### src/rtl/bwrc_pkg.sv
// bwrc_pkg: shared types, codes and constants of the window refcount cache
// used by every rtl file of the block; depends on nothing
`timescale 1ns / 1ps

package bwrc_pkg;

    localparam int TABLE_ENTRIES_DEF = 16;
    localparam int REF_BITS_DEF      = 16;
    localparam int ADDR_W            = 48;
    localparam int CFG_W             = 48;
    localparam int CFG_IDX_W         = 3;

    localparam logic [2:0] CFG_SCALE  = 3'd0;
    localparam logic [2:0] CFG_OFFSET = 3'd1;
    localparam logic [2:0] CFG_MOD    = 3'd2;
    localparam logic [2:0] CFG_SUBB   = 3'd3;
    localparam logic [2:0] CFG_UNIT   = 3'd4;
    localparam logic [2:0] CFG_PARK   = 3'd5;

    typedef enum logic [1:0] {
        REQ_ACCESS  = 2'd0,
        REQ_RELEASE = 2'd1,
        REQ_FLUSH   = 2'd2,
        REQ_NONE    = 2'd3
    } req_t;

    typedef enum logic [3:0] {
        ST_HIT     = 4'd0,
        ST_MISS    = 4'd1,
        ST_KEPT    = 4'd2,
        ST_PARKED  = 4'd3,
        ST_EVICTED = 4'd4,
        ST_FLUSHED = 4'd5,
        ST_EMPTY   = 4'd6,
        ST_FULL    = 4'd7,
        ST_UNKNOWN = 4'd8,
        ST_CNTERR  = 4'd9
    } status_t;

    // classified request passed from front to back
    typedef struct packed {
        req_t              kind;
        logic [ADDR_W-1:0] win;
        logic [31:0]       boff;
    } job_t;

    typedef struct packed {
        logic [3:0]  status;
        logic [3:0]  slot;
        logic [47:0] win;
        logic [31:0] boff;
        logic [63:0] mpos;
        logic        last;
    } res_t;

    typedef enum logic [1:0] {
        FS_IDLE = 2'd0,
        FS_MUL  = 2'd1,
        FS_DIV  = 2'd2,
        FS_OUT  = 2'd3
    } fstate_t;

    typedef enum logic [3:0] {
        BS_IDLE   = 4'd0,
        BS_SEARCH = 4'd1,
        BS_DECIDE = 4'd2,
        BS_PQSCAN = 4'd3,
        BS_SHIFT  = 4'd4,
        BS_EMIT   = 4'd5,
        BS_MPOS   = 4'd6,
        BS_FLUSH  = 4'd7,
        BS_EVICT2 = 4'd8
    } bstate_t;

endpackage

### src/rtl/bwrc_outq.sv
// bwrc_outq: two-entry result fifo that drives the result ports
// uses bwrc_pkg for the result type
`timescale 1ns / 1ps

module bwrc_outq (
    input  logic           clk,
    input  logic           rst_n,
    input  logic           wr_valid,
    output logic           wr_ready,
    input  bwrc_pkg::res_t wr_data,
    output logic           empty,
    input  logic           pop,
    output bwrc_pkg::res_t rd_data
);

    bwrc_pkg::res_t mem_reg [2];
    logic       wptr_reg;
    logic       rptr_reg;
    logic [1:0] cnt_reg;
    logic       do_wr;
    logic       do_rd;

    assign wr_ready = (cnt_reg != 2'd2);
    assign empty    = (cnt_reg == 2'd0);
    assign rd_data  = mem_reg[rptr_reg];
    assign do_wr    = wr_valid && wr_ready;
    assign do_rd    = pop && !empty;

    always_ff @(posedge clk or negedge rst_n)
    begin
        if (!rst_n)
        begin
            wptr_reg <= 1'b0;
            rptr_reg <= 1'b0;
            cnt_reg  <= 2'd0;
        end
        else
        begin
            if (do_wr)
            begin
                wptr_reg <= ~wptr_reg;
            end
            if (do_rd)
            begin
                rptr_reg <= ~rptr_reg;
            end
            cnt_reg <= cnt_reg + {1'b0, do_wr} - {1'b0, do_rd};
        end
    end

    always_ff @(posedge clk)
    begin
        if (do_wr)
        begin
            mem_reg[wptr_reg] <= wr_data;
        end
    end

endmodule

### config.mk
export PLATFORM = sky130hd
export DESIGN_NAME = bwrc_outq
export DESIGN_NICKNAME = d
export VERILOG_FILES = /design/src/rtl/bwrc_pkg.sv /design/src/rtl/bwrc_outq.sv
export SDC_FILE = /design/constraint.sdc
export NUM_CORES = 1
export LEC_CHECK = 0
export CAP_MARGIN = 10
export CORE_UTILIZATION = 30
export DETAILED_ROUTE_END_ITERATION = 8
export DONT_BUFFER_PORTS = 1
export SLEW_MARGIN = 10
export SYNTH_ARGS = -nofsm -noshare
export SYNTH_HDL_FRONTEND = slang
export SYNTH_SLANG_ARGS = --single-unit
### constraint.sdc
create_clock -name clk -period 12.16 [get_ports clk]
set_clock_uncertainty 0.15 [all_clocks]
set_input_delay 0.608 -clock clk [delete_from_list [all_inputs] [get_ports clk]]
set_output_delay 0.608 -clock clk [all_outputs]
set_load 0.05 [all_outputs]
==> results.md <==
* Status: completed
* Full die area at 39000 µm²
* #FFs+latches synth at 310
* GRT Residual Overflow at 0
* Global placer's final weighted congestion at 0.702
* Final HPWL DP at 14500 µm
* CTS Buf Count at 34
* Fin crit period at 3.56 ns
* Async set-reset flop share out of synthesis at 1.29%
* Critical path arrival at 2.80 ns
* Area delta synth->final at 27.0%
* Seq/Total Area, Yosys at 81.0%
* Pre-antenna DRT Iters at 4
* ANT nets after route at 0
* Htree depth at 2
* Synth area leader: edfxtp_1
* Pwr Density at 287 nW/µm²
* Overall power at 4170 µW
* Post-Syn Instances at 493
* CTS sink cnt at 310
* Die H at 198 µm
* Max stage delay on crit path at 0.88 ns
* Worst-path fanout max at 53
* Clk Tree Root Cell: clkbuf_16
* # Max-Cap Violations at 0
* Ranking of synthesized cells by area: edfxtp_1, mux2_2, mux2_4
* Initial DRC count at 168
* Commonest cells post-synth: edfxtp_1, mux2_2, mux2_4
* Critical path type: flip-flop to primary output
* Dpl cells at 992
* Final worst-path cycle share at 29.3%
* Port Buf Inserts at 0
* Residual DRC count at 0
* Die span in x at 198 µm
* Vias in the first global route at 5632
* Hold/Removal Path Class: input pin to flip-flop
* Vias at 5101
* Max Clock Freq at 0.281 GHz
* Synth Warn # at 0
* Measured slew at the worst slew-check pin at 1.12 ns
* Post-DR vias/cell at 4.29
* Clock latency at the later pin of the worst-skew pair at 0.52 ns
* Max reg flops at 306
* Slew headroom at 25.1%
* # IOs at 312
* CP required at 11.40 ns
* Global-route wire length before repair at 32800 µm
* Avg Cell Area, Syn at 23.3 µm²
* Synthesized Nets at 652
* CTS tree: done
* Reg clk slew, reported paths at 0.06 ns
* Finished Layout Cells at 1188
* Startpoint class of the critical path: flip-flop
* Row cnt at 71
* Bufs and invs on worst path at 1
* Synth unique cells at 15
* CP cell instances: buf_4 > mux2_2
* Main flop type after synthesis: edfxtp_1
* Final #Nets at 813
* RSZ-0062 raised after global routing: no
* Largest net degree at the start of global routing at 154
* DRT Wirelength at 22800 µm
* Most frequent cell after synthesis: edfxtp_1
* Wire length per cell at 19.2 µm
* Synthesized area at 11500 µm²
* Fin area at 14600 µm²
* Maximum vdd ir drop at 0.202 mV
* Share of cells above drive strength 1 at 31.1%
* Clock buffer depth at 3
* Crit. End Element: primary output
* P_leak at 0.00495 µW
* CORE AREA at 37700 µm²
* Initial Util at 30.4%
* Dpl cell area at 12000 µm²
* Setup TNS at 0 ns
* CP top delay family: flip-flops
* Fin. max-slew vios at 0
* Slowest cell on the critical path: dfrtp_4
* GRT Util Overall at 11.3%
* Fin. Hold Viols at 0
* Synth top area share at 80.1%
* Post-synth EDFFs at 306
* Final setup violation count at 0
* Initial antenna violation count at 4
-- cells in the final DEF (no fill, tap or decap), drive strengths merged --
| cell | count |
|---|---|
| and3 | 1 |
| buf | 5 |
| bufinv | 5 |
| clkbuf | 44 |
| clkinv | 7 |
| clkinvlp | 2 |
| dfrtp | 4 |
| diode | 1 |
| dlygate4sd3 | 137 |
| edfxtp | 306 |
| ha | 2 |
| inv | 1 |
| mux2 | 153 |
| nand2 | 1 |
| nand2b | 1 |
| nor2 | 2 |
| nor2b | 1 |
| xnor2 | 3 |
| xor2 | 1 |
-- where the power goes --
group | switching (µW) | internal [µW] | leakage (µW)
clock network | 389 | 658 | 0.000558
registers | 93.7 | 1470 | 0.00289
logic | 1190 | 380 | 0.00151
-- per-stage QoR --
step / hold slack [ns] / setup slack [ns] / util [%]
2_1_floorplan: 0.162 / 3.96 / -
4_1_cts: 0.0000129 / 8.47 / 38.5
6_report: 0.0366 / 8.60 / 38.7
3_5_place_dp: 0.163 / 9.07 / 32.0
5_1_grt: 0.000779 / 8.43 / 38.7
3_3_place_gp: 0.163 / 9.14 / 32.0
-- cell type report --
cell class,count,area [µm²]
clock inverter,14,201
inverter,1,3.75
sequential,310,9290
fill,3405,23100
tap,511,639
clock buffer,44,952
timing repair buffer,142,1420
multi-input combinational,165,2050
antenna,1,2.50
-- worst register-to-register path: cells and delay by family, from the launching register on --
family	cells	cell delay, ns
DFF	1	0.36
and+or+nand+nor	2	1.22
buffers and inverters	1	0.82
-- worst paths after layout --
check	slack, ns	cells after the start	startpoint	end
min reg2reg	0.39	1	cnt_reg[0]	cnt_reg[0]
min	0.04	0	wr_data[25]	mem_reg[1][25]
min in group asynchronous	0.21	1	rst_n	rptr_reg
max in group asynchronous	11.46	1	rst_n	rptr_reg
max reg2reg	9.15	3	cnt_reg[0]	mem_reg[1][24]
max	8.60	2	rptr_reg	rd_data[152]
-- cells by family after synthesis --
logic type / share of synthesized area [%]
XOR/XNOR: 0.306
buffers and inverters: 1.21
flip-flops: 81.0
multiplexers: 17.0
adder cells (fa/ha/maj): 0.218
AND/OR/NAND/NOR: 0.262
-- metal layers --
| layer | vias to the layer above | global-route usage, % | wire length (µm) |
|---|---|---|---|
| met1 | 2542 | 11.2 | 8050 |
| li1 | 2292 | - | - |
| met4 | 6 | 4.51 | 645 |
| met5 | - | 0 | 41 |
| met2 | 211 | 19.9 | 11800 |
| met3 | 50 | 5.57 | 2170 |
-- what timing repair did --
| action | CTS | global route |
|---|---|---|
| hold buffers | 131 | 6 |
| endpoints found under the hold margin | 250 | 10 |
| setup endpoints to repair | 0 | 0 |
| setup buffers | 0 | 0 |
| gates resized for setup | 0 | 0 |
Power figures use the tool's default switching activity.
