<file path="config.mk">
export PLATFORM = sky130hd
export DESIGN_NAME = bwrc_front
export DESIGN_NICKNAME = d
export VERILOG_FILES = /design/src/rtl/bwrc_pkg.sv /design/src/rtl/bwrc_front.sv
export SDC_FILE = /design/constraint.sdc
export NUM_CORES = 2
export LEC_CHECK = 0
export ABC_AREA = 1
export ABC_CLOCK_PERIOD_IN_PS = 8730
export BUFFER_PORTS_ARGS = -buffer_cell sky130_fd_sc_hd__buf_2
export CELL_PAD_IN_SITES_DETAIL_PLACEMENT = 0
export CELL_PAD_IN_SITES_GLOBAL_PLACEMENT = 1
export CORE_ASPECT_RATIO = 1.75
export CORE_MARGIN = 4
export CORE_UTILIZATION = 30
export DETAILED_ROUTE_END_ITERATION = 7
export PLACE_DENSITY = 0.61
export SYNTH_ARGS = -nofsm -noshare
export SYNTH_HDL_FRONTEND = slang
export SYNTH_SLANG_ARGS = --single-unit
export TNS_END_PERCENT = 1
</file>
<file path="constraint.sdc">
create_clock -name clk -period 8.73 [get_ports clk]
set_clock_uncertainty 0.05 [all_clocks]
set_input_delay 0 -clock clk [delete_from_list [all_inputs] [get_ports clk]]
set_output_delay 0 -clock clk [all_outputs]
set_load 0.005 [all_outputs]
</file>
<file path="src/rtl/bwrc_pkg.sv">
// bwrc_pkg: shared types, codes and constants of the window refcount cache
// used by every rtl file of the block; depends on nothing
`timescale 1ns / 1ps

package bwrc_pkg;

    localparam int TABLE_ENTRIES_DEF = 16;
    localparam int REF_BITS_DEF      = 16;
    localparam int ADDR_W            = 48;
    localparam int CFG_W             = 48;
    localparam int CFG_IDX_W         = 3;

    localparam logic [2:0] CFG_SCALE  = 3'd0;
    localparam logic [2:0] CFG_OFFSET = 3'd1;
    localparam logic [2:0] CFG_MOD    = 3'd2;
    localparam logic [2:0] CFG_SUBB   = 3'd3;
    localparam logic [2:0] CFG_UNIT   = 3'd4;
    localparam logic [2:0] CFG_PARK   = 3'd5;

    typedef enum logic [1:0] {
        REQ_ACCESS  = 2'd0,
        REQ_RELEASE = 2'd1,
        REQ_FLUSH   = 2'd2,
        REQ_NONE    = 2'd3
    } req_t;

    typedef enum logic [3:0] {
        ST_HIT     = 4'd0,
        ST_MISS    = 4'd1,
        ST_KEPT    = 4'd2,
        ST_PARKED  = 4'd3,
        ST_EVICTED = 4'd4,
        ST_FLUSHED = 4'd5,
        ST_EMPTY   = 4'd6,
        ST_FULL    = 4'd7,
        ST_UNKNOWN = 4'd8,
        ST_CNTERR  = 4'd9
    } status_t;

    // classified request passed from front to back
    typedef struct packed {
        req_t              kind;
        logic [ADDR_W-1:0] win;
        logic [31:0]       boff;
    } job_t;

    typedef struct packed {
        logic [3:0]  status;
        logic [3:0]  slot;
        logic [47:0] win;
        logic [31:0] boff;
        logic [63:0] mpos;
        logic        last;
    } res_t;

    typedef enum logic [1:0] {
        FS_IDLE = 2'd0,
        FS_MUL  = 2'd1,
        FS_DIV  = 2'd2,
        FS_OUT  = 2'd3
    } fstate_t;

    typedef enum logic [3:0] {
        BS_IDLE   = 4'd0,
        BS_SEARCH = 4'd1,
        BS_DECIDE = 4'd2,
        BS_PQSCAN = 4'd3,
        BS_SHIFT  = 4'd4,
        BS_EMIT   = 4'd5,
        BS_MPOS   = 4'd6,
        BS_FLUSH  = 4'd7,
        BS_EVICT2 = 4'd8
    } bstate_t;

endpackage

</file>
<file path="src/rtl/bwrc_front.sv">
// bwrc_front: address scaling and window split of every request, whatever its kind
// uses bwrc_pkg; feeds the job queue towards bwrc_back
`timescale 1ns / 1ps

module bwrc_front (
    input  logic                         clk,
    input  logic                         rst_n,
    input  logic                         in_valid,
    output logic                         in_ready,
    input  logic [1:0]                   in_type,
    input  logic [47:0]                  in_block,
    input  logic [12:0]                  scale_factor,
    input  logic [47:0]                  start_offset,
    input  logic [16:0]                  window_modulus,
    input  logic [16:0]                  sub_block_bytes,
    output logic                         job_valid,
    input  logic                         job_ready,
    output bwrc_pkg::job_t               job
);

    bwrc_pkg::fstate_t state_reg, state_next;
    logic [1:0]  type_reg;
    logic [47:0] block_reg;
    logic [47:0] addr_reg;
    logic [47:0] rem_reg;
    logic [16:0] mod_reg;
    logic [5:0]  cnt_reg;
    logic [31:0] boff_reg;
    logic [60:0] prod;
    logic [17:0] trial;
    logic [48:0] shifted;
    logic        do_split;

    assign prod     = block_reg * scale_factor;
    assign do_split = (window_modulus > 17'd1);
    assign in_ready = (state_reg == bwrc_pkg::FS_IDLE);

    // restoring division, one quotient bit per cycle; rem_reg holds partial remainder
    assign shifted = {rem_reg, addr_reg[47]};
    assign trial   = shifted[17:0] - {1'b0, mod_reg};

    always_comb
    begin
        state_next = state_reg;
        case (state_reg)
            bwrc_pkg::FS_IDLE:
            begin
                if (in_valid)
                begin
                    state_next = bwrc_pkg::FS_MUL;
                end
            end
            bwrc_pkg::FS_MUL:
            begin
                state_next = bwrc_pkg::FS_DIV;
            end
            bwrc_pkg::FS_DIV:
            begin
                if (cnt_reg == 6'd48)
                begin
                    state_next = bwrc_pkg::FS_OUT;
                end
            end
            bwrc_pkg::FS_OUT:
            begin
                if (job_ready)
                begin
                    state_next = bwrc_pkg::FS_IDLE;
                end
            end
            default: state_next = bwrc_pkg::FS_IDLE;
        endcase
    end

    always_ff @(posedge clk or negedge rst_n)
    begin
        if (!rst_n)
        begin
            state_reg <= bwrc_pkg::FS_IDLE;
        end
        else
        begin
            state_reg <= state_next;
        end
    end

    always_ff @(posedge clk)
    begin
        case (state_reg)
            bwrc_pkg::FS_IDLE:
            begin
                type_reg  <= in_type;
                block_reg <= in_block;
            end
            bwrc_pkg::FS_MUL:
            begin
                addr_reg <= prod[47:0] + start_offset;
                block_reg <= prod[47:0] + start_offset;
                rem_reg  <= '0;
                mod_reg  <= do_split ? window_modulus : 17'd1;
                cnt_reg  <= '0;
            end
            bwrc_pkg::FS_DIV:
            begin
                if (cnt_reg != 6'd48)
                begin
                    addr_reg <= {addr_reg[46:0], 1'b0};
                    if (!trial[17])
                    begin
                        rem_reg <= {30'd0, trial};
                    end
                    else
                    begin
                        rem_reg <= {30'd0, shifted[17:0]};
                    end
                    cnt_reg <= cnt_reg + 6'd1;
                end
                else
                begin
                    boff_reg <= 32'(rem_reg[16:0] * sub_block_bytes);
                end
            end
            default:
            begin
            end
        endcase
    end

    assign job_valid = (state_reg == bwrc_pkg::FS_OUT);
    assign job.kind  = bwrc_pkg::req_t'(type_reg);
    assign job.win   = block_reg - rem_reg;
    assign job.boff  = boff_reg;

endmodule

</file>
==> summary.txt <==
Run status
  • Outcome: finished clean

Synthesis
  • Cell taking the most area after synthesis: fa_1
  • Synth cell types: 55
  • Syn. warnings: 0
  • Syn Nets: 6077
  • Flops & latches, synth: 173
  • Async SR Flop Fraction: 1.16%
  • EDFF count, synth: 171
  • Synthesized area: 0.0384 mm²
  • Sequential area share after synthesis: 13.5%
  • Mapped Cells: 5013
  • Syn Area/Cell: 7.67 µm²
  • Synth area leaders: fa_1 (37%), nand2_1 (14%), edfxtp_1 (13%), inv_1 (13%), ha_1 (7.0%)
  • Area share of the largest cell type after synthesis: 36.5%
  • Dominant synthesized flop cell: edfxtp_1

GRT
  • Largest net degree at the start of global routing: 73
  • Antenna violations before repair: 6
  • Grt ovf: 0
  • Total GRT Usage: 22.1%
  • Vias in the first global route: 35300
  • First-pass GRT wire length: 219000 µm

Worst setup path
  • Worst-path maximum fanout: 20
  • Critical Path Source: rem_reg[13]
  • Reg2Reg Launch Point: rem_reg[13]
  • Crit path required time: 8960 ps
  • RR Endpoint: boff_reg[27]
  • Crit path top cell by count: fa_1
  • WP data arrival: 7190 ps
  • Worst setup SP type: flop
  • Crit-path cells: nand2_1 -> fa_1 -> inv_1 -> fa_1 -> inv_1 -> fa_1 -> inv_1 -> fa_1 -> inv_1 -> fa_1 -> inv_1 -> fa_1 -> ha_1 -> a21oi_1 -> o21ai_0 -> a21oi_1 -> nand3_1 -> a21o_1 -> nand2_1 -> nand2_1 -> nand2_1 -> nand2_1
  • R2R Setup Slk: 1770 ps
  • Critical path class: flop to flop
  • Critical Path End Type: flop
  • Worst path slowest cell: edfxtp_1
  • Crit path to: boff_reg[27]
  • Worst stage delay on the critical path: 1020 ps
  • FF-to-FF path depth: 22

Flow run
  • Maxcap violations: 0

STA
  • Final period utilization: 79.7%
  • Period minus WS final: 6960 ps
  • Measured slew at the worst slew-check pin: 1170 ps
  • Max Slew Vio Count: 0
  • Final setup violation count: 0
  • Worst slew margin: 22.0%
  • RSZ-0062 raised after global routing: no
  • FMAX: 0.144 GHz
  • TNS Setup: 0 ps
  • Final Hold Viols: 0
  • Min Hold Slack: 43.7 ps

Routing
  • Routed wire length: 147000 µm
  • DR WL/cell: 21.5 µm
  • Vias: 32200
  • Drt first pass iters: 6
  • DRC: 0
  • Detailed-route vias per instance: 4.71
  • Detail Route Antenna Nets: 0
  • DR iter-0 viols: 1673

Clock tree
  • Clk Latency, worst-skew pair: 540 ps
  • Clock-pin transition on the worst setup and hold timing paths: 80 ps
  • Root buffer cell: clkbuf_16
  • CTS buffer count: 17
  • Hold buffer count at cts: 73
  • CTS sink count: 173
  • H-tree level count: 4
  • Max Root-Sink Buffers: 2
  • Post-CTS Setup Inserts: 0
  • CTS tree: yes
  • CTS resizes: 0

Finish
  • FF/Latch Area: 0.00518 mm²
  • Area taken by multi-input logic gates: 0.0272 mm²
  • Share of post-route cells with drive strength above 1: 7.16%
  • Nets@finish: 6217
  • Layout fillers: 13700
  • Final Core Density: 33.5%
  • Layout area overhead: 10.6%
  • Post-route cell area: 0.0425 mm²

Placed design
  • IO buf count: 232
  • Hpwl dp: 125000 µm
  • Placed Area: 0.0411 mm²
  • Routability-driven placement congestion ratio: 0.996

Die
  • Die area: 0.134 mm²
  • CORE AREA: 0.127 mm²
  • Starting Density: 30.3%
  • Die Y: 482 µm
  • Site row count: 173
  • I/O pins: 233
  • Die W: 279 µm

Min path
  • Hold crit path type: input pin to flop
layer usage:
layer	wire length (µm)	share of wire, %	GRT usage, %	vias to the layer above
li1	-	-	-	14800
met1	51200	35	22.6	16200
met2	80400	55	43.3	901
met3	5490	3.7	2.33	306
met4	9590	6.5	12.3	4
met5	20	0.014	0	-
cell type report:
cell class / count / share of cell area [%]
Timing Repair Buffer: 354 / 5.32
Clock inverter: 14 / 0.406
Tap cell: 1662 / 4.89
Multi-Input combinational cell: 3243 / 64.1
Sequential cell: 173 / 12.2
Inverter: 1364 / 12.0
Clock buffer: 18 / 1.03
Antenna cell: 7 / 0.0412
layout by cell type (no fill, tap or decap), types with 8 or more instances in the layout:
cell	netlist	routed
nor2_1	223	222
nor4_1	11	11
fa_1	701	701
o21ai_1	23	23
nand3_1	145	145
ha_1	214	212
xnor2_1	50	50
a31oi_1	8	8
edfxtp_1	171	171
nand3b_1	22	22
buf_2	34	232
inv_1	1359	1358
xor2_1	56	56
buf_4	0	49
o21bai_1	22	22
nand4_1	34	34
nand2_1	1395	1395
a21oi_1	139	139
o21ai_0	101	100
dlygate4sd3_1	0	73
nor3_1	24	24
clkbuf_16	0	17
cell usage after synthesis, types with 4 or more instances:
library cell and number:
nand2_1 1395, inv_1 1359, fa_1 701, nor2_1 223, ha_1 214, edfxtp_1 171
clkbuf_1 149, nand3_1 145, a21oi_1 139, o21ai_0 101, xor2_1 56, xnor2_1 50
buf_1 48, buf_2 34, nand4_1 34, nor3_1 24, o21ai_1 23, nand3b_1 22
o21bai_1 22, nor4_1 11, a31oi_1 8, a21o_1 7, nand2_2 7, nand3_2 6
o21ai_2 6, a21oi_2 5, inv_2 5, o21a_1 5, nor2_2 4
through the flow:
| stage | setup WS (ps) | instances |
|---|---|---|
| after CTS | 1760 | 6828 |
| final | 1770 | 6835 |
| after global routing | 1530 | 6828 |
| after floorplan | 1330 | 5013 |
| after global placement | 1740 | 6723 |
| after detailed placement | 1780 | 6723 |
worst max-delay path: cells and delay by family, from the launching register on:
kind            cells  cell delay [ps]
simple gates        6              800
compound gates      4             1180
fa+ha+maj           7             3390
buf+inv             5              260
flops               1             1020
worst min path at each step:
stage	depth (start not counted)	endpoint	start	slack, ps
2_1_floorplan	0	state_reg[0]	rst_n	-350
3_3_place_gp	1	state_reg[1]	rst_n	-260
3_5_place_dp	1	state_reg[1]	rst_n	-260
4_1_cts	5	addr_reg[1]	start_offset[1]	30
5_1_grt	5	block_reg[1]	start_offset[1]	70
6_report	5	block_reg[1]	start_offset[1]	40
logic make-up after synthesis:
| logic type | synth area share [%] |
|---|---|
| flops | 13.5 |
| buf+inv | 15.7 |
| simple gates | 19.9 |
| xor+xnor | 2.41 |
| fa+ha+maj | 43.5 |
| compound gates | 4.97 |
Power is left out: the tool's default activity adds up to more than one toggle a clock period on the data nets, which glitch-free logic cannot reach.
