[config.mk]
export PLATFORM = sky130hd
export DESIGN_NAME = bwrc_back
export DESIGN_NICKNAME = d
export VERILOG_FILES = /design/src/rtl/bwrc_pkg.sv /design/src/rtl/bwrc_back.sv
export SDC_FILE = /design/constraint.sdc
export NUM_CORES = 2
export LEC_CHECK = 0
export BUFFER_PORTS_ARGS = -buffer_cell sky130_fd_sc_hd__buf_4
export CAP_MARGIN = 20
export CORE_MARGIN = 1
export CORE_UTILIZATION = 29
export DETAILED_ROUTE_END_ITERATION = 12
export PLACE_DENSITY = 0.42
export RECOVER_POWER = 100
export SLEW_MARGIN = 0
export SYNTH_ARGS = -nofsm -noshare
export SYNTH_HDL_FRONTEND = slang
export SYNTH_SLANG_ARGS = --single-unit
export TNS_END_PERCENT = 50
[constraint.sdc]
create_clock -name clk -period 10.6 [get_ports clk]
set_input_delay 2.12 -clock clk [delete_from_list [all_inputs] [get_ports clk]]
set_output_delay 2.12 -clock clk [all_outputs]
set_load 0.03 [all_outputs]
[src/rtl/bwrc_pkg.sv]
// bwrc_pkg: shared types, codes and constants of the window refcount cache
// used by every rtl file of the block; depends on nothing
`timescale 1ns / 1ps

package bwrc_pkg;

    localparam int TABLE_ENTRIES_DEF = 16;
    localparam int REF_BITS_DEF      = 16;
    localparam int ADDR_W            = 48;
    localparam int CFG_W             = 48;
    localparam int CFG_IDX_W         = 3;

    localparam logic [2:0] CFG_SCALE  = 3'd0;
    localparam logic [2:0] CFG_OFFSET = 3'd1;
    localparam logic [2:0] CFG_MOD    = 3'd2;
    localparam logic [2:0] CFG_SUBB   = 3'd3;
    localparam logic [2:0] CFG_UNIT   = 3'd4;
    localparam logic [2:0] CFG_PARK   = 3'd5;

    typedef enum logic [1:0] {
        REQ_ACCESS  = 2'd0,
        REQ_RELEASE = 2'd1,
        REQ_FLUSH   = 2'd2,
        REQ_NONE    = 2'd3
    } req_t;

    typedef enum logic [3:0] {
        ST_HIT     = 4'd0,
        ST_MISS    = 4'd1,
        ST_KEPT    = 4'd2,
        ST_PARKED  = 4'd3,
        ST_EVICTED = 4'd4,
        ST_FLUSHED = 4'd5,
        ST_EMPTY   = 4'd6,
        ST_FULL    = 4'd7,
        ST_UNKNOWN = 4'd8,
        ST_CNTERR  = 4'd9
    } status_t;

    // classified request passed from front to back
    typedef struct packed {
        req_t              kind;
        logic [ADDR_W-1:0] win;
        logic [31:0]       boff;
    } job_t;

    typedef struct packed {
        logic [3:0]  status;
        logic [3:0]  slot;
        logic [47:0] win;
        logic [31:0] boff;
        logic [63:0] mpos;
        logic        last;
    } res_t;

    typedef enum logic [1:0] {
        FS_IDLE = 2'd0,
        FS_MUL  = 2'd1,
        FS_DIV  = 2'd2,
        FS_OUT  = 2'd3
    } fstate_t;

    typedef enum logic [3:0] {
        BS_IDLE   = 4'd0,
        BS_SEARCH = 4'd1,
        BS_DECIDE = 4'd2,
        BS_PQSCAN = 4'd3,
        BS_SHIFT  = 4'd4,
        BS_EMIT   = 4'd5,
        BS_MPOS   = 4'd6,
        BS_FLUSH  = 4'd7,
        BS_EVICT2 = 4'd8
    } bstate_t;

endpackage

[src/rtl/bwrc_back.sv]
// bwrc_back: slot table, reference counts and park queue; produces results
// uses bwrc_pkg; takes jobs from bwrc_queue, writes results to an output fifo
`timescale 1ns / 1ps

module bwrc_back #(
    parameter int TABLE_ENTRIES = bwrc_pkg::TABLE_ENTRIES_DEF,
    parameter int REF_BITS      = bwrc_pkg::REF_BITS_DEF
) (
    input  logic                  clk,
    input  logic                  rst_n,
    input  logic                  job_valid,
    output logic                  job_ready,
    input  bwrc_pkg::job_t        job,
    input  logic [16:0]           unit_bytes,
    input  logic [4:0]            park_limit,
    output logic                  res_valid,
    input  logic                  res_ready,
    output bwrc_pkg::res_t        res
);

    localparam int SW = (TABLE_ENTRIES > 1) ? $clog2(TABLE_ENTRIES) : 1;
    localparam int CW = $clog2(TABLE_ENTRIES + 1);
    localparam logic [REF_BITS-1:0] MAXREF = '1;
    localparam logic [SW-1:0] LAST_SLOT = SW'(TABLE_ENTRIES - 1);

    logic [TABLE_ENTRIES-1:0] valid_reg;
    logic [47:0]              win_reg  [TABLE_ENTRIES];
    logic [REF_BITS-1:0]      refs_reg [TABLE_ENTRIES];
    logic [SW-1:0]            pq_reg   [TABLE_ENTRIES];
    logic [CW-1:0]            pcnt_reg;

    bwrc_pkg::bstate_t state_reg, state_next;
    bwrc_pkg::job_t    job_reg;
    logic [SW-1:0]     idx_reg;
    logic              found_reg;
    logic [SW-1:0]     hit_reg;
    logic              free_ok_reg;
    logic [SW-1:0]     free_reg;
    logic [CW-1:0]     pos_reg;
    bwrc_pkg::res_t    r0_reg;
    logic              two_reg;
    bwrc_pkg::res_t    r1_reg;
    logic              miss_reg;
    logic [SW-1:0]     evslot;
    logic [CW-1:0]     pq_pos;

    assign evslot    = pq_reg[0];
    assign job_ready = (state_reg == bwrc_pkg::BS_IDLE);
    assign res_valid = (state_reg == bwrc_pkg::BS_EMIT) || (state_reg == bwrc_pkg::BS_FLUSH
                       && pcnt_reg != '0) || (state_reg == bwrc_pkg::BS_EVICT2);
    assign res = (state_reg == bwrc_pkg::BS_EMIT) ? r0_reg :
                 (state_reg == bwrc_pkg::BS_EVICT2) ? r1_reg :
                 '{status: bwrc_pkg::ST_FLUSHED, slot: 4'(evslot), win: win_reg[evslot],
                   boff: 32'd0, mpos: 64'd0, last: (pcnt_reg == CW'(1))};

    // position of the hit slot in the park queue, all ones when absent
    always_comb
    begin
        pq_pos = '1;
        for (int i = TABLE_ENTRIES - 1; i >= 0; i--)
        begin
            if (CW'(i) < pcnt_reg && pq_reg[i] == hit_reg)
            begin
                pq_pos = CW'(i);
            end
        end
    end

    always_comb
    begin
        state_next = state_reg;
        case (state_reg)
            bwrc_pkg::BS_IDLE:
            begin
                if (job_valid)
                begin
                    if (job.kind == bwrc_pkg::REQ_FLUSH)
                    begin
                        state_next = bwrc_pkg::BS_FLUSH;
                    end
                    else if (job.kind != bwrc_pkg::REQ_NONE)
                    begin
                        state_next = bwrc_pkg::BS_SEARCH;
                    end
                end
            end
            bwrc_pkg::BS_SEARCH:
            begin
                if (idx_reg == LAST_SLOT)
                begin
                    state_next = bwrc_pkg::BS_DECIDE;
                end
            end
            bwrc_pkg::BS_DECIDE:  state_next = bwrc_pkg::BS_PQSCAN;
            bwrc_pkg::BS_PQSCAN:  state_next = bwrc_pkg::BS_SHIFT;
            bwrc_pkg::BS_SHIFT:
            begin
                state_next = miss_reg ? bwrc_pkg::BS_MPOS : bwrc_pkg::BS_EMIT;
            end
            bwrc_pkg::BS_MPOS:    state_next = bwrc_pkg::BS_EMIT;
            bwrc_pkg::BS_EMIT:
            begin
                if (res_ready)
                begin
                    state_next = two_reg ? bwrc_pkg::BS_EVICT2 : bwrc_pkg::BS_IDLE;
                end
            end
            bwrc_pkg::BS_EVICT2:
            begin
                if (res_ready)
                begin
                    state_next = bwrc_pkg::BS_IDLE;
                end
            end
            bwrc_pkg::BS_FLUSH:
            begin
                if (pcnt_reg == '0)
                begin
                    state_next = bwrc_pkg::BS_EMIT;
                end
                else if (res_ready && pcnt_reg == CW'(1))
                begin
                    state_next = bwrc_pkg::BS_IDLE;
                end
            end
            default: state_next = bwrc_pkg::BS_IDLE;
        endcase
    end

    always_ff @(posedge clk or negedge rst_n)
    begin
        if (!rst_n)
        begin
            state_reg <= bwrc_pkg::BS_IDLE;
            valid_reg <= '0;
            pcnt_reg  <= '0;
        end
        else
        begin
            state_reg <= state_next;
            case (state_reg)
                bwrc_pkg::BS_DECIDE:
                begin
                    // evict on a miss with full table and parked windows
                    if (job_reg.kind == bwrc_pkg::REQ_ACCESS && !found_reg && !free_ok_reg
                        && pcnt_reg != '0)
                    begin
                        valid_reg[evslot] <= 1'b0;
                    end
                end
                bwrc_pkg::BS_PQSCAN:
                begin
                    if (miss_reg)
                    begin
                        valid_reg[free_reg] <= 1'b1;
                    end
                end
                bwrc_pkg::BS_SHIFT:
                begin
                    if (pos_reg < pcnt_reg)
                    begin
                        pcnt_reg <= pcnt_reg - CW'(1);
                    end
                    else if (two_reg || (r0_reg.status == bwrc_pkg::ST_PARKED))
                    begin
                        if (pcnt_reg < CW'(TABLE_ENTRIES))
                        begin
                            pcnt_reg <= pcnt_reg + CW'(1);
                        end
                    end
                end
                bwrc_pkg::BS_EVICT2:
                begin
                    if (res_ready && !miss_reg)
                    begin
                        valid_reg[evslot] <= 1'b0;
                        pcnt_reg <= pcnt_reg - CW'(1);
                    end
                end
                bwrc_pkg::BS_FLUSH:
                begin
                    if (res_ready && pcnt_reg != '0)
                    begin
                        valid_reg[evslot] <= 1'b0;
                        pcnt_reg <= pcnt_reg - CW'(1);
                    end
                end
                default:
                begin
                end
            endcase
        end
    end

    always_ff @(posedge clk)
    begin
        case (state_reg)
            bwrc_pkg::BS_IDLE:
            begin
                job_reg     <= job;
                idx_reg     <= '0;
                found_reg   <= 1'b0;
                free_ok_reg <= 1'b0;
                two_reg     <= 1'b0;
                miss_reg    <= 1'b0;
                pos_reg     <= '1;
                r0_reg      <= '{status: bwrc_pkg::ST_EMPTY, slot: 4'd0, win: 48'd0,
                                 boff: 32'd0, mpos: 64'd0, last: 1'b1};
            end
            bwrc_pkg::BS_SEARCH:
            begin
                idx_reg <= idx_reg + SW'(1);
                if (valid_reg[idx_reg] && win_reg[idx_reg] == job_reg.win && !found_reg)
                begin
                    found_reg <= 1'b1;
                    hit_reg   <= idx_reg;
                end
                if (!valid_reg[idx_reg] && !free_ok_reg)
                begin
                    free_ok_reg <= 1'b1;
                    free_reg    <= idx_reg;
                end
            end
            bwrc_pkg::BS_DECIDE:
            begin
                r0_reg.win  <= job_reg.win;
                r0_reg.boff <= job_reg.boff;
                r0_reg.mpos <= 64'd0;
                r0_reg.last <= 1'b1;
                r0_reg.slot <= found_reg ? 4'(hit_reg) : 4'd0;
                if (job_reg.kind == bwrc_pkg::REQ_ACCESS)
                begin
                    if (found_reg)
                    begin
                        if (refs_reg[hit_reg] == MAXREF)
                        begin
                            r0_reg.status <= bwrc_pkg::ST_CNTERR;
                        end
                        else
                        begin
                            r0_reg.status <= bwrc_pkg::ST_HIT;
                            refs_reg[hit_reg] <= refs_reg[hit_reg] + REF_BITS'(1);
                            if (refs_reg[hit_reg] == '0)
                            begin
                                pos_reg <= '0;
                            end
                        end
                    end
                    else if (free_ok_reg)
                    begin
                        miss_reg <= 1'b1;
                    end
                    else if (pcnt_reg == '0)
                    begin
                        r0_reg.status <= bwrc_pkg::ST_FULL;
                    end
                    else
                    begin
                        // emit eviction first, then the miss as second result
                        miss_reg <= 1'b1;
                        free_reg <= evslot;
                        two_reg  <= 1'b1;
                        pos_reg  <= '0;
                    end
                end
                else
                begin
                    if (!found_reg)
                    begin
                        r0_reg.status <= bwrc_pkg::ST_UNKNOWN;
                    end
                    else if (refs_reg[hit_reg] == '0)
                    begin
                        r0_reg.status <= bwrc_pkg::ST_CNTERR;
                    end
                    else
                    begin
                        refs_reg[hit_reg] <= refs_reg[hit_reg] - REF_BITS'(1);
                        if (refs_reg[hit_reg] == REF_BITS'(1))
                        begin
                            r0_reg.status <= bwrc_pkg::ST_PARKED;
                        end
                        else
                        begin
                            r0_reg.status <= bwrc_pkg::ST_KEPT;
                        end
                    end
                end
            end
            bwrc_pkg::BS_PQSCAN:
            begin
                if (miss_reg)
                begin
                    win_reg[free_reg]  <= job_reg.win;
                    refs_reg[free_reg] <= REF_BITS'(1);
                    if (two_reg)
                    begin
                        r0_reg <= '{status: bwrc_pkg::ST_EVICTED, slot: 4'(evslot),
                                    win: win_reg[evslot], boff: 32'd0, mpos: 64'd0,
                                    last: 1'b0};
                        r1_reg <= '{status: bwrc_pkg::ST_MISS, slot: 4'(free_reg),
                                    win: job_reg.win, boff: job_reg.boff, mpos: 64'd0,
                                    last: 1'b1};
                    end
                    else
                    begin
                        r0_reg.status <= bwrc_pkg::ST_MISS;
                        r0_reg.slot   <= 4'(free_reg);
                    end
                end
                else if (pos_reg == '0 && !two_reg)
                begin
                    // locate the hit slot in the park queue
                    pos_reg <= pq_pos;
                end
            end
            bwrc_pkg::BS_SHIFT:
            begin
                if (pos_reg < pcnt_reg)
                begin
                    for (int i = 0; i < TABLE_ENTRIES - 1; i++)
                    begin
                        if (CW'(i) >= pos_reg)
                        begin
                            pq_reg[i] <= pq_reg[i + 1];
                        end
                    end
                end
                else if (r0_reg.status == bwrc_pkg::ST_PARKED)
                begin
                    if (pcnt_reg < CW'(TABLE_ENTRIES))
                    begin
                        pq_reg[pcnt_reg[SW-1:0]] <= hit_reg;
                    end
                    if ({1'b0, pcnt_reg} + (CW+1)'(pcnt_reg < CW'(TABLE_ENTRIES))
                        > (CW+1)'(park_limit))
                    begin
                        two_reg     <= 1'b1;
                        r0_reg.last <= 1'b0;
                    end
                end
            end
            bwrc_pkg::BS_MPOS:
            begin
                if (two_reg)
                begin
                    r1_reg.mpos <= 64'(job_reg.win * unit_bytes);
                end
                else
                begin
                    r0_reg.mpos <= 64'(job_reg.win * unit_bytes);
                end
            end
            bwrc_pkg::BS_EMIT:
            begin
                // a release that parks then evicts the oldest
                if (res_ready && two_reg && !miss_reg)
                begin
                    r1_reg <= '{status: bwrc_pkg::ST_EVICTED, slot: 4'(evslot),
                                win: win_reg[evslot], boff: 32'd0, mpos: 64'd0,
                                last: 1'b1};
                end
            end
            default:
            begin
            end
        endcase
        if ((state_reg == bwrc_pkg::BS_EVICT2 && !miss_reg) || state_reg == bwrc_pkg::BS_FLUSH)
        begin
            if (res_ready && pcnt_reg != '0)
            begin
                for (int i = 0; i < TABLE_ENTRIES - 1; i++)
                begin
                    pq_reg[i] <= pq_reg[i + 1];
                end
            end
        end
    end

endmodule

==> summary.txt <==
Die
  • Core area: 321900 um2
  • Die Y: 571.8 um
  • FP Rows: 208
  • Num ports: 263
  • Initial Util: 0.2925
  • Die width: 571.8 um
  • Area of the die: 327000 um2

Placed design
  • Post-DP HPWL: 206.7 mm
  • IO buf count: 262
  • RD Place Congestion: 0.8105

Status
  • Status: complete, but fails checks
  • Failing checks: capacitance limit, slew limit

STA
  • Max-slew violation count: 2809
  • Hold Vio Cnt, Final: 0
  • Worst-margin pin slew: 4501 ps
  • Tcrit/Tclk final: 0.8823
  • RSZ-0062 raised after global routing: no
  • Fmax achieved: 106.9 MHz
  • Final setup fails: 0
  • Setup TNS: 0 ps
  • Worst Skew: 114.2 ps
  • Final worst path period need: 9353 ps
  • Hold_ws: 510.5 ps
  • Worst rel slew slack: -2.001

Worst setup path
  • Arr. time, crit path: 9910 ps
  • CP max FO: 23
  • Required @ worst endpoint: 11160 ps
  • Critical Path Source Type: register
  • Worst R2R Start: job_reg[37]
  • Crit path kind: reg2reg
  • R2R depth: 23
  • Crit path capture type: register
  • Crit path from: job_reg[37]

CTS
  • CTS Buf Count: 184
  • Worst-Skew Late Latency: 920 ps
  • CTS Hold Buffers Added: 0
  • H-tree Lvls: 4
  • Cts repair resizes: 0
  • Clock sink count: 1527
  • CTS tree: built
  • Root Driver: clkbuf_16
  • Clock transition at path regs: 60 ps
  • Longest Clk Path Bufs: 4
  • Post CTS Setup Buffer Count: 0

Finish
  • Share of cells above drive strength 1: 0.1419
  • Area Overhead vs Synth: 12.66%
  • NumNets Final: 8152
  • Max FFs per register: 768

Yosys
  • Synth Net Count: 7982
  • Ys flop type: edfxtp_1
  • Adder-Cell Fraction of Synth Area: 0.1669
  • Yosys warning total: 0
  • Post-synth EDFFs: 1494
  • FFs w/ async S/R, synth: 0.01637
  • Combinational family with the most area after synthesis: adder cells
  • Count of cell types in the netlist: 83
  • Post-synthesis xor/xnor area fraction: 0.01674
  • Syn avg cell area: 13.39 um2
  • Mapped Area: 94160 um2
  • Mux contribution to synthesized area: 0.1389
  • #FFs+latches synth: 1527
  • Post-Synth Simple-Gate Area: 0.08870
  • Synth Area in Compound Gates: 0.04846
  • Sequential area share after synthesis: 0.4848
  • Synth Instances: 7031

Detailed routing
  • Wirelength per Cell: 27.40 um
  • ANT nets after route: 0
  • DRC violation count after routing: 0
  • 1st-pass router iterations: 5
  • Routed wire length: 319.5 mm
  • DR vias/cell: 5.060
  • Via count: 59010
  • 1st-iter DRT viols: 4971

Global routing
  • First-pass GRT wire length: 459.6 mm
  • Initial antenna violation count: 22
  • Largest net degree at the start of global routing: 117
  • Vias in the first global route: 62330
  • GRT Overall Usage: 0.1944
  • Gr ovfl total: 0

Worst hold path
  • WHS Path Cells: 1
  • Hold Crit Class: reg2reg
  • Hold Path Origin: valid_reg[13]

Job
  • Max-cap violations: 97
[cell usage in the layout (no fill, tap or decap), types with 40 or more instances in the layout]
| cell | n |
|---|---|
| nor3_1 | 40 |
| inv_1 | 878 |
| ha_1 | 155 |
| a21o_1 | 47 |
| edfxtp_1 | 1494 |
| nand2_1 | 1016 |
| clkbuf_4 | 67 |
| xnor2_1 | 107 |
| nor2_1 | 218 |
| fa_1 | 688 |
| and2_1 | 287 |
| a31oi_1 | 79 |
| buf_4 | 72 |
| mux2i_1 | 43 |
| mux4_2 | 531 |
| o21ai_0 | 94 |
| a22o_1 | 145 |
| clkbuf_1 | 347 |
| mux2_2 | 54 |
| nand3_1 | 72 |
| a21oi_1 | 115 |
| clkbuf_16 | 186 |
| xor2_1 | 73 |
[per-layer routing]
metal / GRT usage / up-vias / wire length, um
li1: - / 25100 / -
met1: 0.2656 / 31700 / 140600
met2: 0.3262 / 1798 / 153300
met3: 0.02565 / 414 / 16550
met4: 0.04709 / 12 / 8981
met5: 0 / - / 76
[synth_stat cells, types with 24 or more instances]
library cell | n | share of area
a21o_1 | 47 | 0.0037
a21oi_1 | 116 | 0.0062
a22o_1 | 145 | 0.013
a31oi_1 | 78 | 0.0052
and2_1 | 320 | 0.021
and3_1 | 30 | 0.0020
buf_1 | 57 | 0.0023
buf_2 | 30 | 0.0016
clkbuf_1 | 352 | 0.014
dfrtp_1 | 25 | 0.0066
edfxtp_1 | 1494 | 0.48
fa_1 | 688 | 0.15
ha_1 | 155 | 0.021
inv_1 | 879 | 0.035
mux2_2 | 54 | 0.0065
mux2i_1 | 43 | 0.0046
mux4_2 | 531 | 0.13
nand2_1 | 1016 | 0.041
nand3_1 | 72 | 0.0038
nand4_1 | 24 | 0.0016
nor2_1 | 229 | 0.0091
nor3_1 | 48 | 0.0026
o21ai_0 | 91 | 0.0048
xnor2_1 | 107 | 0.010
xor2_1 | 73 | 0.0068
[through the flow]
stage	setup WS, ps	instance area [um2]	util	instances
floorplan	1919	94160	-	7031
global placement	1158	101300	0.3147	11310
detailed placement	1156	101400	0.3149	11310
CTS	2001	107200	0.3331	11650
global route	883.7	106100	0.3295	11660
finish	1247	106100	0.3295	11660
[path summary, 6_finish.rpt]
path / to / slack, ps
max in group asynchronous: valid_reg[4] / 7860
max reg2reg: r1_reg[60] / 1250
max: r1_reg[60] / 1250
min: valid_reg[13] / 510
min reg2reg: valid_reg[13] / 510
min in group asynchronous: state_reg[1] / 1680
[area by class of cell]
class,count,area (um2)
clock inverters,97,1013
fillers,31960,215800
flip-flops and latches,1527,45660
inverters,887,3337
repair buffers,448,2351
multi-input cells,4153,43440
clock buffers,236,4862
diodes,10,25.02
well taps,4305,5386
[worst max-delay path, stage by stage, from the launching register on]
cell,delay (ps)
edfxtp_1,320
clkbuf_1,1290
clkbuf_1,1000
and2_0,270
fa_1,440
fa_1,490
fa_1,430
fa_1,440
fa_1,520
inv_1,50
fa_1,530
inv_1,60
ha_1,390
nand2_1,170
or4_1,530
or3_1,350
o21ai_0,110
a2111oi_0,110
clkbuf_1,200
o31ai_1,260
clkbuf_1,310
a31o_1,350
a41oi_1,180
mux2i_1,170
[cell families (layout without fill, tap and decap cells)]
logic type      count (synthesis)  after routing
simple gates                 1845           1845
flops                        1527           1527
buf+inv                      1351           1668
fa+ha+maj                     843            843
compound gates                650            650
mux                           635            635
xor+xnor                      180            180
other cells                     0             10
Power is not shown: default switching activity piles up to over one toggle a cycle in this logic, so the estimate is an artifact.
